**config.mk**
```make
export PLATFORM = sky130hd
export DESIGN_NAME = date_time_text_parser_top
export DESIGN_NICKNAME = d
export VERILOG_FILES = /design/src/sv/dttp_pkg.sv /design/src/sv/dttp_parse.sv /design/src/sv/dttp_weekday.sv /design/src/sv/date_time_text_parser_top.sv
export SDC_FILE = /design/constraint.sdc
export NUM_CORES = 1
export LEC_CHECK = 0
export ABC_AREA = 1
export BUFFER_PORTS_ARGS = -buffer_cell sky130_fd_sc_hd__buf_2
export CORE_MARGIN = 2
export CORE_UTILIZATION = 41
export CTS_CLUSTER_SIZE = 14
export DETAILED_ROUTE_END_ITERATION = 6
export PLACE_DENSITY_LB_ADDON = 0.12
export REMOVE_ABC_BUFFERS = 1
export SLEW_MARGIN = 25
export SYNTH_ARGS = -nofsm -noshare
export SYNTH_HDL_FRONTEND = slang
export SYNTH_HIERARCHICAL = 1
export SYNTH_SLANG_ARGS = --single-unit
```
**constraint.sdc**
```tcl
create_clock -name clk -period 9 [get_ports clk]
set_clock_uncertainty 0.15 [all_clocks]
set_input_delay 0.9 -clock clk [delete_from_list [all_inputs] [get_ports clk]]
set_output_delay 0.9 -clock clk [all_outputs]
set_load 0.01 [all_outputs]
```
**src/sv/dttp_pkg.sv**
```systemverilog
// ----------------------------------------------------------------------------
// dttp_pkg
// Types, constants and the month table shared by the date-time text parser.
// ----------------------------------------------------------------------------
`default_nettype none

package dttp_pkg;

	localparam logic [7:0]  CH_END     = 8'h00;
	localparam logic [7:0]  CH_ZERO    = 8'h30;
	localparam logic [7:0]  CH_NINE    = 8'h39;
	localparam logic [15:0] YEAR_BASE  = 16'd2000;
	localparam logic [15:0] SHORT_YEAR = 16'd100;
	localparam logic [6:0]  FIELD_MAX  = 7'd99;
	localparam logic [2:0]  LAST_FIELD = 3'd5;
	localparam logic [2:0]  FIELD_SAT  = 3'd6;
	localparam int          NUM_SMALL  = 5;

	// Indexes into the small field store.
	localparam logic [2:0] IDX_MONTH  = 3'd0;
	localparam logic [2:0] IDX_DAY    = 3'd1;
	localparam logic [2:0] IDX_HOUR   = 3'd2;
	localparam logic [2:0] IDX_MINUTE = 3'd3;
	localparam logic [2:0] IDX_SECOND = 3'd4;

	// Snapshot of the stores taken when a result is produced.
	typedef struct packed {
		logic [15:0] year;
		logic [6:0]  month;
		logic [6:0]  day;
		logic [6:0]  hour;
		logic [6:0]  minute;
		logic [6:0]  second;
		logic        done;
	} rec_t;

	typedef struct packed {
		logic [15:0] year;
		logic [6:0]  month;
		logic [6:0]  day;
		logic [6:0]  hour;
		logic [6:0]  minute;
		logic [6:0]  second;
		logic [2:0]  weekday;
		logic        month_error;
		logic        seconds_complete;
	} result_t;

	// Load enables of the weekday stages.
	typedef struct packed {
		logic s3;
		logic out;
	} stage_en_t;

	function automatic logic [2:0] month_offset(input logic [3:0] month);
		logic [2:0] off;
		case (month)
			4'd1:    off = 3'd0;
			4'd2:    off = 3'd3;
			4'd3:    off = 3'd3;
			4'd4:    off = 3'd6;
			4'd5:    off = 3'd1;
			4'd6:    off = 3'd4;
			4'd7:    off = 3'd6;
			4'd8:    off = 3'd2;
			4'd9:    off = 3'd5;
			4'd10:   off = 3'd0;
			4'd11:   off = 3'd3;
			4'd12:   off = 3'd5;
			default: off = 3'd0;
		endcase
		return off;
	endfunction

	function automatic logic [6:0] sat_field(input logic [15:0] v);
		return (v > 16'(FIELD_MAX)) ? FIELD_MAX : v[6:0];
	endfunction

endpackage

`default_nettype wire

```
**src/sv/dttp_parse.sv**
```systemverilog
// ----------------------------------------------------------------------------
// dttp_parse
// Character parser: digit accumulator, field stores and result snapshot.
// ----------------------------------------------------------------------------
`default_nettype none

module dttp_parse (
	input  wire logic          clk,
	input  wire logic          arst_n,
	input  wire logic          take,      // character in ch leaves the input stage
	input  wire logic          load_s2,   // snapshot register may be written
	input  wire logic [7:0]    ch,
	output logic               emit,
	output dttp_pkg::rec_t     rec_s2
);
	import dttp_pkg::*;

	logic [15:0] acc_q, acc_n, acc_base, acc_mul;
	logic        parity_q, parity_n;
	logic [2:0]  fidx_q, fidx_n;
	logic [4:0]  stored_q, stored_n;
	logic        skip_q, skip_n;
	logic [15:0] year_q, year_n;
	logic [6:0]  small_q [NUM_SMALL];
	logic [6:0]  small_n [NUM_SMALL];
	logic        is_digit, storing, done;
	logic [3:0]  digit;
	logic [2:0]  prev_idx, small_idx;
	rec_t        snap;

	assign is_digit  = (ch >= CH_ZERO) && (ch <= CH_NINE);
	assign digit     = 4'(ch - CH_ZERO);
	assign prev_idx  = fidx_q - 3'd1;
	assign small_idx = fidx_q - 3'd2;
	assign storing   = (fidx_q >= 3'd1) && (fidx_q <= LAST_FIELD) && !stored_q[prev_idx];
	assign acc_base  = storing ? 16'd0 : acc_q;
	assign acc_mul   = {acc_base[12:0], 3'b000} + {acc_base[14:0], 1'b0} + {12'd0, digit};

	always_comb begin
		acc_n    = acc_q;
		parity_n = parity_q;
		fidx_n   = fidx_q;
		stored_n = stored_q;
		skip_n   = skip_q;
		year_n   = year_q;
		small_n  = small_q;
		emit     = 1'b0;
		done     = 1'b0;
		if (ch == CH_END) begin
			emit     = !skip_q;
			skip_n   = 1'b0;
			acc_n    = 16'd0;
			parity_n = 1'b0;
			fidx_n   = 3'd0;
			stored_n = 5'd0;
		end else if (skip_q) begin
			// Tail of a completed text is dropped until the end byte.
		end else if (!is_digit) begin
			if (fidx_q < FIELD_SAT) begin
				fidx_n = fidx_q + 3'd1;
			end
		end else begin
			parity_n = !parity_q;
			if (fidx_q <= LAST_FIELD) begin
				if (storing) begin
					stored_n[prev_idx] = 1'b1;
					if (fidx_q == 3'd1) begin
						year_n = (acc_q < SHORT_YEAR) ? acc_q + YEAR_BASE : acc_q;
					end else begin
						small_n[small_idx] = sat_field(acc_q);
					end
				end
				acc_n = acc_mul;
				// A seconds digit that makes the digit count of the text even closes the text.
				if (fidx_q == LAST_FIELD && parity_q) begin
					small_n[IDX_SECOND] = sat_field(acc_mul);
					skip_n = 1'b1;
					emit   = 1'b1;
					done   = 1'b1;
				end
			end
		end
	end

	always_comb begin
		snap.year   = year_n;
		snap.month  = small_n[IDX_MONTH];
		snap.day    = small_n[IDX_DAY];
		snap.hour   = small_n[IDX_HOUR];
		snap.minute = small_n[IDX_MINUTE];
		snap.second = small_n[IDX_SECOND];
		snap.done   = done;
	end

	always_ff @(posedge clk or negedge arst_n) begin
		if (!arst_n) begin
			acc_q    <= '0;
			parity_q <= 1'b0;
			fidx_q   <= '0;
			stored_q <= '0;
			skip_q   <= 1'b0;
			year_q   <= '0;
			for (int i = 0; i < NUM_SMALL; i++) begin
				small_q[i] <= '0;
			end
		end else if (take) begin
			acc_q    <= acc_n;
			parity_q <= parity_n;
			fidx_q   <= fidx_n;
			stored_q <= stored_n;
			skip_q   <= skip_n;
			year_q   <= year_n;
			small_q  <= small_n;
		end
	end

	always_ff @(posedge clk) begin
		if (load_s2) begin
			rec_s2 <= snap;
		end
	end

endmodule

`default_nettype wire

```
**src/sv/dttp_weekday.sv**
```systemverilog
// ----------------------------------------------------------------------------
// dttp_weekday
// Two-stage weekday calculation and the result register.
// ----------------------------------------------------------------------------
`default_nettype none

module dttp_weekday (
	input  wire logic                clk,
	input  wire dttp_pkg::stage_en_t en,
	input  wire dttp_pkg::rec_t      rec_s2,
	output dttp_pkg::result_t        res_q
);
	import dttp_pkg::*;

	// Stage 3: year mod 100 by reciprocal multiply, shifted into 100..199 past 1999.
	logic [32:0] cent_prod;
	logic [9:0]  cent;
	logic [15:0] cent_x100, rem100;
	logic [7:0]  yl;
	rec_t        rec_s3;
	logic [7:0]  yl_s3;

	assign cent_prod = {17'd0, rec_s2.year} * 33'd83887;
	assign cent      = cent_prod[32:23];
	assign cent_x100 = 16'({cent, 6'd0}) + 16'({cent, 5'd0}) + 16'({cent, 2'd0});
	assign rem100    = rec_s2.year - cent_x100;
	assign yl        = {1'b0, rem100[6:0]} + ((rec_s2.year >= YEAR_BASE) ? 8'd100 : 8'd0);

	always_ff @(posedge clk) begin
		if (en.s3) begin
			rec_s3 <= rec_s2;
			yl_s3  <= yl;
		end
	end

	// Output stage: sum of the terms, then mod 7 by reciprocal multiply.
	logic        bad, leap;
	logic [8:0]  wsum;
	logic [18:0] q7_prod;
	logic [6:0]  q7;
	logic [8:0]  q7_x7, rem7;
	result_t     res_n;

	assign bad     = (rec_s3.month == 7'd0) || (rec_s3.month > 7'd12);
	assign leap    = (yl_s3[1:0] == 2'b00) && (rec_s3.month < 7'd3);
	assign wsum    = {1'b0, yl_s3} + {3'd0, yl_s3[7:2]} + {2'd0, rec_s3.day}
	               + {6'd0, month_offset(rec_s3.month[3:0])} + (leap ? 9'd6 : 9'd0);
	assign q7_prod = {10'd0, wsum} * 19'd586;
	assign q7      = q7_prod[18:12];
	assign q7_x7   = {q7, 2'b00} + {1'b0, q7, 1'b0} + {2'd0, q7};
	assign rem7    = wsum - q7_x7;

	always_comb begin
		res_n.year             = rec_s3.year;
		res_n.month            = rec_s3.month;
		res_n.day              = rec_s3.day;
		res_n.hour             = rec_s3.hour;
		res_n.minute           = rec_s3.minute;
		res_n.second           = rec_s3.second;
		res_n.weekday          = bad ? 3'd0 : rem7[2:0];
		res_n.month_error      = bad;
		res_n.seconds_complete = rec_s3.done;
	end

	always_ff @(posedge clk) begin
		if (en.out) begin
			res_q <= res_n;
		end
	end

endmodule

`default_nettype wire

```
**src/sv/date_time_text_parser_top.sv**
```systemverilog
// ----------------------------------------------------------------------------
// date_time_text_parser_top
// Splits a date-time text into its fields and adds the day of the week.
// ----------------------------------------------------------------------------
//  Channel   Dir  Payload
//  s_axis    in   tdata[7:0]  = ch
//  m_axis    out  tdata[55:0] = year, month, day, hour, minute, second,
//                               weekday, month_error, seconds_complete
//
// One character is taken per cycle while s_axis_tready is high. A result
// for the closing character passes the input register, parse and snapshot,
// year remainder, weekday and result register. Each stage holds while the
// stage after it is full and stalled, and empty stages fill up, so a stall
// on m_axis reaches s_axis only once every stage is occupied.
// Reset clears the parser state, the stores and all valid bits.
// ----------------------------------------------------------------------------
`default_nettype none

module date_time_text_parser_top (
	input  wire logic        clk,
	input  wire logic        arst_n,
	input  wire logic        s_axis_tvalid,
	output logic             s_axis_tready,
	input  wire logic [7:0]  s_axis_tdata,   // [7:0] ch
	output logic             m_axis_tvalid,
	input  wire logic        m_axis_tready,
	// [15:0] year, [22:16] month, [29:23] day, [36:30] hour, [43:37] minute,
	// [50:44] second, [53:51] weekday, [54] month_error, [55] seconds_complete
	output logic [55:0]      m_axis_tdata
);
	import dttp_pkg::*;

	logic       v1_q, v2_q, v3_q, vo_q;
	logic       ready_1, ready_2, ready_3, ready_o;
	logic [7:0] ch_s1;
	logic       emit;
	rec_t       rec_s2;
	result_t    res_q;
	stage_en_t  en;

	assign ready_o = !vo_q || m_axis_tready;
	assign ready_3 = !v3_q || ready_o;
	assign ready_2 = !v2_q || ready_3;
	assign ready_1 = !v1_q || ready_2;
	assign s_axis_tready = ready_1;

	assign en = '{s3: ready_3, out: ready_o};

	always_ff @(posedge clk or negedge arst_n) begin
		if (!arst_n) begin
			v1_q <= 1'b0;
			v2_q <= 1'b0;
			v3_q <= 1'b0;
			vo_q <= 1'b0;
		end else begin
			if (ready_1) begin
				v1_q <= s_axis_tvalid;
			end
			if (ready_2) begin
				v2_q <= v1_q && emit;
			end
			if (ready_3) begin
				v3_q <= v2_q;
			end
			if (ready_o) begin
				vo_q <= v3_q;
			end
		end
	end

	always_ff @(posedge clk) begin
		if (ready_1) begin
			ch_s1 <= s_axis_tdata;
		end
	end

	dttp_parse u_parse (
		.clk     (clk),
		.arst_n  (arst_n),
		.take    (v1_q && ready_2),
		.load_s2 (ready_2),
		.ch      (ch_s1),
		.emit    (emit),
		.rec_s2  (rec_s2)
	);

	dttp_weekday u_weekday (
		.clk    (clk),
		.en     (en),
		.rec_s2 (rec_s2),
		.res_q  (res_q)
	);

	assign m_axis_tvalid = vo_q;
	assign m_axis_tdata  = {res_q.seconds_complete, res_q.month_error, res_q.weekday,
	                        res_q.second, res_q.minute, res_q.hour, res_q.day,
	                        res_q.month, res_q.year};

	// A month out of range always forces Sunday.
	a_bad_month: assert property (@(posedge clk) disable iff (!arst_n)
		(m_axis_tvalid && m_axis_tdata[54]) |-> (m_axis_tdata[53:51] == 3'd0))
		else $error("weekday not forced to zero on a bad month");

	a_weekday_range: assert property (@(posedge clk) disable iff (!arst_n)
		m_axis_tvalid |-> (m_axis_tdata[53:51] <= 3'd6))
		else $error("weekday out of range");

	// Input back-pressure only when the whole pipeline is full behind a stall.
	a_ready_cause: assert property (@(posedge clk) disable iff (!arst_n)
		!s_axis_tready |-> (m_axis_tvalid && !m_axis_tready && v1_q && v2_q && v3_q))
		else $error("input stalled without a full, stalled pipeline");

	// A held snapshot is not lost while its next stage is blocked.
	a_s2_hold: assert property (@(posedge clk) disable iff (!arst_n)
		(v2_q && !ready_3) |=> v2_q)
		else $error("snapshot dropped during a stall");

endmodule

`default_nettype wire
```
# --- Word level (Yosys, flattened, before mapping) ---
# Memories as Yosys holds them, arrays and structs flattened. A register that Yosys moved wholly into a read port is not among the register bits.
# Cells that the tools add are included.
totals:
  ff_bits: 257
  rom_bits: 48
  input_bits: 12
  output_inout_bits: 58
  memories: 1
op_classes:
  addsub: 18
  n_mul: 2
  magnitude_cmp: 15
  eq_ne: 4
  n_mux: 50
  bitwise: 2
  reduce_logical: 32
memory_table:
  columns: ["memory", "depth", "word_bits", "read_ports", "rd_clocked_by_memory_dff", "write_ports", "line_no", "text"]
  rows:
  - ["(name not given)", 16, 3, 1, 1, 0, "dttp_pkg.sv:57", "case (month)"]
op_table:
  columns: ["op", "count"]
  rows:
  - ["$mux 35", 6]
  - ["$mux 16", 11]
  - ["$bwmux 35", 1]
  - ["$mux 7", 5]
  - ["$gt 16x7->1 const B", 2]
  - ["$mul 16x17->28 const B", 1]
  - ["$mux 5", 5]
  - ["$demux 7 s3", 1]
  - ["$add 9x3->9", 2]
  - ["$add 16x11->16 const B", 1]
  - ["$add 16x16->16", 1]
  - ["$add 16x4->16", 1]
  - ["$ge 16x11->1 const B", 1]
  - ["$lt 16x7->1 const B", 1]
  - ["$mux 15", 1]
  - ["$mux 3", 5]
  - ["$add 7x7->7", 2]
  - ["$mul 9x9->14 const B", 1]
  - ["$mux 1", 12]
  - ["$add 8x6->9", 1]
  - ["$add 9x7->9", 1]
  - ["$logic_and 1x1->1", 9]
  - ["$add 7x8->8", 1]
  - ["$ge 8x6->1 const B", 1]
  - ["33 further kinds", 50]

# --- Logic depth before layout (Yosys ltp) ---
depth:
  word_depth: 15
  ltp_mapped: 42
  ltp_nobuf: 42

# --- Modules after synthesis ---
# The synthesis kept the hierarchy.
modules_own_cells:
  columns: ["mod", "instances", "cells_per_inst", "area_per_inst_um2"]
  rows:
  - ["dttp_weekday", 1, 1022, 10664.0]
  - ["dttp_parse", 1, 836, 7008.0]
  - ["date_time_text_parser_top", 1, 27, 415.4]

# --- Least setup slack after synthesis ---
# Ideal clock, no wire load.
synth_path:
  path_type: "register to register"
  from: "register u_parse/rec_s2[40] (netlist name)"
  to: "register u_weekday.yl_s3[7] (data pin)"
  arrival_time_ns: 6.865
  setup_slack_ns: 1.732
  path_stages_with_launch: 34
  path_buffers: 0
  synth_period_minus_slack_ns: 7.268
  cell_sequence: "edfxtp_1 -> inv_1 -> fa_1 -> fa_1 -> inv_1 -> fa_1 -> fa_1 -> fa_1 -> inv_1 -> fa_1 -> inv_1 -> ha_1 -> nand2_1 -> inv_1 -> a21oi_1 -> nand2_1 -> nand2_1 -> nand3_2 -> a31oi_1 -> xor2_1 -> inv_1 -> ha_1 -> inv_1 -> ha_1 -> o21ai_1 -> nand2_1 -> a21oi_1 -> xor2_1 -> nand3b_1 -> nand2_1 -> nand3_1 -> nand2_1 -> ha_1 -> a21o_1"
synth_via:
  elab_chain_len: 5
  word_cells_on_any_way: 7
  classes_between: "add/sub (4); mul (1); order compare (1); mux (1)"
synth_rtl:
  columns: ["item", "line_no", "text"]
  rows:
  - ["$mul 16x17->28", "dttp_weekday.sv:23", "assign cent_prod = {17'd0, rec_s2.year} * 33'd83887;"]
  - ["$add 7x7->7 (2 in series)", "dttp_weekday.sv:25", "assign cent_x100 = 16'({cent, 6'd0}) + 16'({cent, 5'd0}) + 16'({cent, 2'd0});"]
  - ["$sub 7x7->7", "dttp_weekday.sv:26", "assign rem100 = rec_s2.year - cent_x100;"]
  - ["$add 7x8->8 *", "dttp_weekday.sv:27", "assign yl = {1'b0, rem100[6:0]} + ((rec_s2.year >= YEAR_BASE) ? 8'd100 : 8'd0);"]
  - ["via u_weekday.yl[7]", "dttp_weekday.sv:19", "logic [7:0] yl;"]
  - ["end signal: assignment", "dttp_weekday.sv:32", "yl_s3 <= yl;"]
  - ["end: declaration", "dttp_weekday.sv:21", "logic [7:0] yl_s3;"]
# The timed path passes the listed nets; every way through them passes the cells marked *.
# A chain may end at the register's enable or synchronous reset.

# --- Worst setup path in the final report ---
layout_path:
  from: "register u_parse/rec_s2[49] (netlist name)"
  to: "register u_weekday.yl_s3[7] (data pin)"
layout_via:
  elab_chain_len: 5
  word_cells_on_any_way: 7
  classes_between: "add/sub (4); mul (1); order compare (1); mux (1)"
layout_rtl:
  columns: ["item", "line_no"]
  rows:
  - ["$mul 16x17->28", "dttp_weekday.sv:23"]
  - ["$add 7x7->7 (2 in series)", "dttp_weekday.sv:25"]
  - ["$sub 7x7->7", "dttp_weekday.sv:26"]
  - ["$add 7x8->8 *", "dttp_weekday.sv:27"]
  - ["via u_weekday.yl[7]", "dttp_weekday.sv:19"]
# Marks and branches as above.

==> flow_metrics.tcl <==
set metrics [dict create \
    status "completed" \
    first_iter_violations 534 \
    clock_latency_ns 0.58 \
    wl_per_cell_um 15.3 \
    dr.pass1.iters 5 \
    clk_pin_slew_ns 0.06 \
    cts_tree "built" \
    path_class "flip-flop to flip-flop" \
    worstPathArrival_ns 8.04 \
    postCtsHoldBufs 0 \
    yosysSeqAreaShare_pct 40.4 \
    syn_avg_cell_area_um2 9.60 \
    final_cell_mix "nand2_1, inv_1, ha_1" \
    tightest_slew_ns 0.988 \
    vias 12300 \
    hold_viol_final 0 \
    layout_min_cycle_time_ns 7.88 \
    die_w_um 214 \
    setup_viol 0 \
    yosysWarnings 6 \
    netlist_top_cells_area "edfxtp_1, ha_1, fa_1, dfrtp_1, nand2_1" \
    synth-seq-cells 258 \
    die_h_um 214 \
    drive_above_1_share_pct 8.24 \
    cp-end-kind "flip-flop" \
    whs_ns 0.145 \
    fill_cells 4141 \
    post-dp-hpwl_um 30700 \
    wirelength_um 39400 \
    ff2ff_path_depth 34 \
    nNetsFinal 2309 \
    cts_max_path_buffers 3 \
    yosysTopAreaCell "edfxtp_1" \
    grt_setup_unrepaired "false" \
    maxCapViolations 0 \
    hold_path_class "input pin to async pin" \
    fmax_mhz 127 \
    ios 70 \
    io_buffers 69 \
    syn_to_final_growth_pct 10.5 \
    slew_headroom_pct 34.1 \
    die_area_mm2 0.0458 \
    critPathMaxFanout 6 \
    postCtsSetupRepairBufs 0 \
    core_area_mm2 0.0433 \
    synth_area_mm2 0.0181 \
    place_congestion 0.869 \
    cts_resized 0 \
    synth_top_area_share_pct 28.9 \
    avgViaCountPerCell 4.77 \
    antenna_found_initial 0 \
    cts_buffers 29 \
    yosysUniqueCellTypes 53 \
    syn-instance-count 1885 \
    route.detailed.drc 0 \
    grt_pass1_vias 12400 \
    critPathMaxStageDelay_ns 0.59 \
    period_share_pct 87.6 \
    start_util_pct 41.8 \
    cts_sinks 258 \
    htreeDepth 1 \
    finalMaxSlewViolations 0 \
    cp.required_ns 9.16 \
    final_common_cell "nand2_1" \
    grt_max_degree 62 \
    track_usage_pct 17.7 \
    grt_first_pass_wirelength_um 65200 \
    start_kind "flip-flop" \
    tns_ns 0 \
    cts-root-buf "clkbuf_16" \
    placementRows 76 \
    grt_overflow 0 \
    crit_slowest_cell "fa_1" \
    ant_nets 0 \
]
state kept, by name (all words and copies together) (netlist names), named ones only:
| signal | flops |
|---|---|
| u_parse/year_q | 16 |
| u_parse/fidx_q | 3 |
| u_parse/acc_q | 16 |
| u_weekday/yl_s3 | 6 |
| u_parse/small_q | 35 |
| u_parse/skip_q | 1 |
| ch_s1 | 8 |
| u_parse/rec_s2 | 52 |
| m_axis_tvalid | 1 |
| v2_q | 1 |
| u_parse/parity_q | 1 |
| v1_q | 1 |
| u_weekday/rec_s3 | 52 |
| u_weekday/res_q | 56 |
| u_parse/stored_q | 5 |
| v3_q | 1 |
critical path, delay by kind of cell, from the launching register on:
kind	cells	cell delay, ns
adders and majority gates	10	4.40
and+or+nand+nor	13	1.34
AOI/OAI and AO/OA	3	0.58
DFF	1	0.52
buffers and inverters	7	0.41
xor gates and xnor gates	1	0.18
final timing paths:
check                                               startpoint                              end  slack, ns
worst max-delay path              u_parse/rec_s2[49]$_DFFE_PP_     u_weekday/yl_s3[7]$_DFFE_PP_       1.12
worst min-delay path                                    arst_n  u_parse/stored_q[1]$_DFFE_PN0P_       0.14
worst max register to register    u_parse/rec_s2[49]$_DFFE_PP_     u_weekday/yl_s3[7]$_DFFE_PP_       1.12
worst min register to register  u_weekday/rec_s3[10]$_DFFE_PP_    u_weekday/res_q[14]$_DFFE_PP_       0.26
max in group asynchronous                               arst_n    u_parse/acc_q[15]$_DFFE_PN0P_       7.54
min in group clk                u_weekday/rec_s3[10]$_DFFE_PP_    u_weekday/res_q[14]$_DFFE_PP_       0.26
routing by layer:
metal	track usage, %	routed length (um)
met3	2.16	1200
met4	3.54	713
met1	24.1	18600
met2	30.3	18900
met5	0	0
final cells by class:
cell class | count | area [um^2] | area share (%)
clock buffers | 47 | 833 | 4.17
multi-input cells | 1195 | 9100 | 45.5
flip-flops and latches | 258 | 7310 | 36.6
diodes | 1 | 2.50 | 0.0125
clock inverters | 7 | 78.8 | 0.394
repair buffers | 76 | 400 | 2.00
well taps | 585 | 732 | 3.66
inverters | 408 | 1540 | 7.68
metrics by stage:
stage | worst slack [ns] | cell area, um^2 | instances | utilization, %
after floorplan | 1.73 | 17900 | 1861 | -
after global placement | 1.16 | 19100 | 2522 | 44.1
after detailed placement | 1.12 | 19100 | 2522 | 44.1
after CTS | 1.09 | 20000 | 2576 | 46.2
after global routing | 0.573 | 20000 | 2576 | 46.2
final | 1.12 | 20000 | 2577 | 46.2
cells by family (layout without fill, tap and decap cells):
kind of cell	count (synthesis)	count (layout)	synth area share, %
DFF	258	258	40.4
and+or+nand+nor	654	654	15.6
other	0	1	0
buffers and inverters	432	538	9.28
xor gates and xnor gates	23	23	1.22
AOI/OAI and AO/OA	189	189	5.82
adders and majority gates	329	329	27.7
synthesized netlist by cell type, drive strengths merged:
master / n
buf: 16
nand3: 77
inv: 406
o31ai: 2
a21oi: 59
o21a: 2
dfrtp: 81
a21o: 5
nand2: 440
nor2: 81
edfxtp: 174
o21ai: 94
nor3: 13
ha: 211
o22ai: 10
nand3b: 9
dfxtp: 3
clkbuf: 8
fa: 118
o211ai: 3
and2: 1
clkinv: 2
nand4: 21
xnor2: 10
a21boi: 9
a211oi: 1
nor4: 2
or2: 10
o21bai: 3
a31oi: 1
xor2: 13
Power is left out: the tool's default activity adds up to more than one toggle a clock period on the data nets, which glitch-free logic cannot reach.
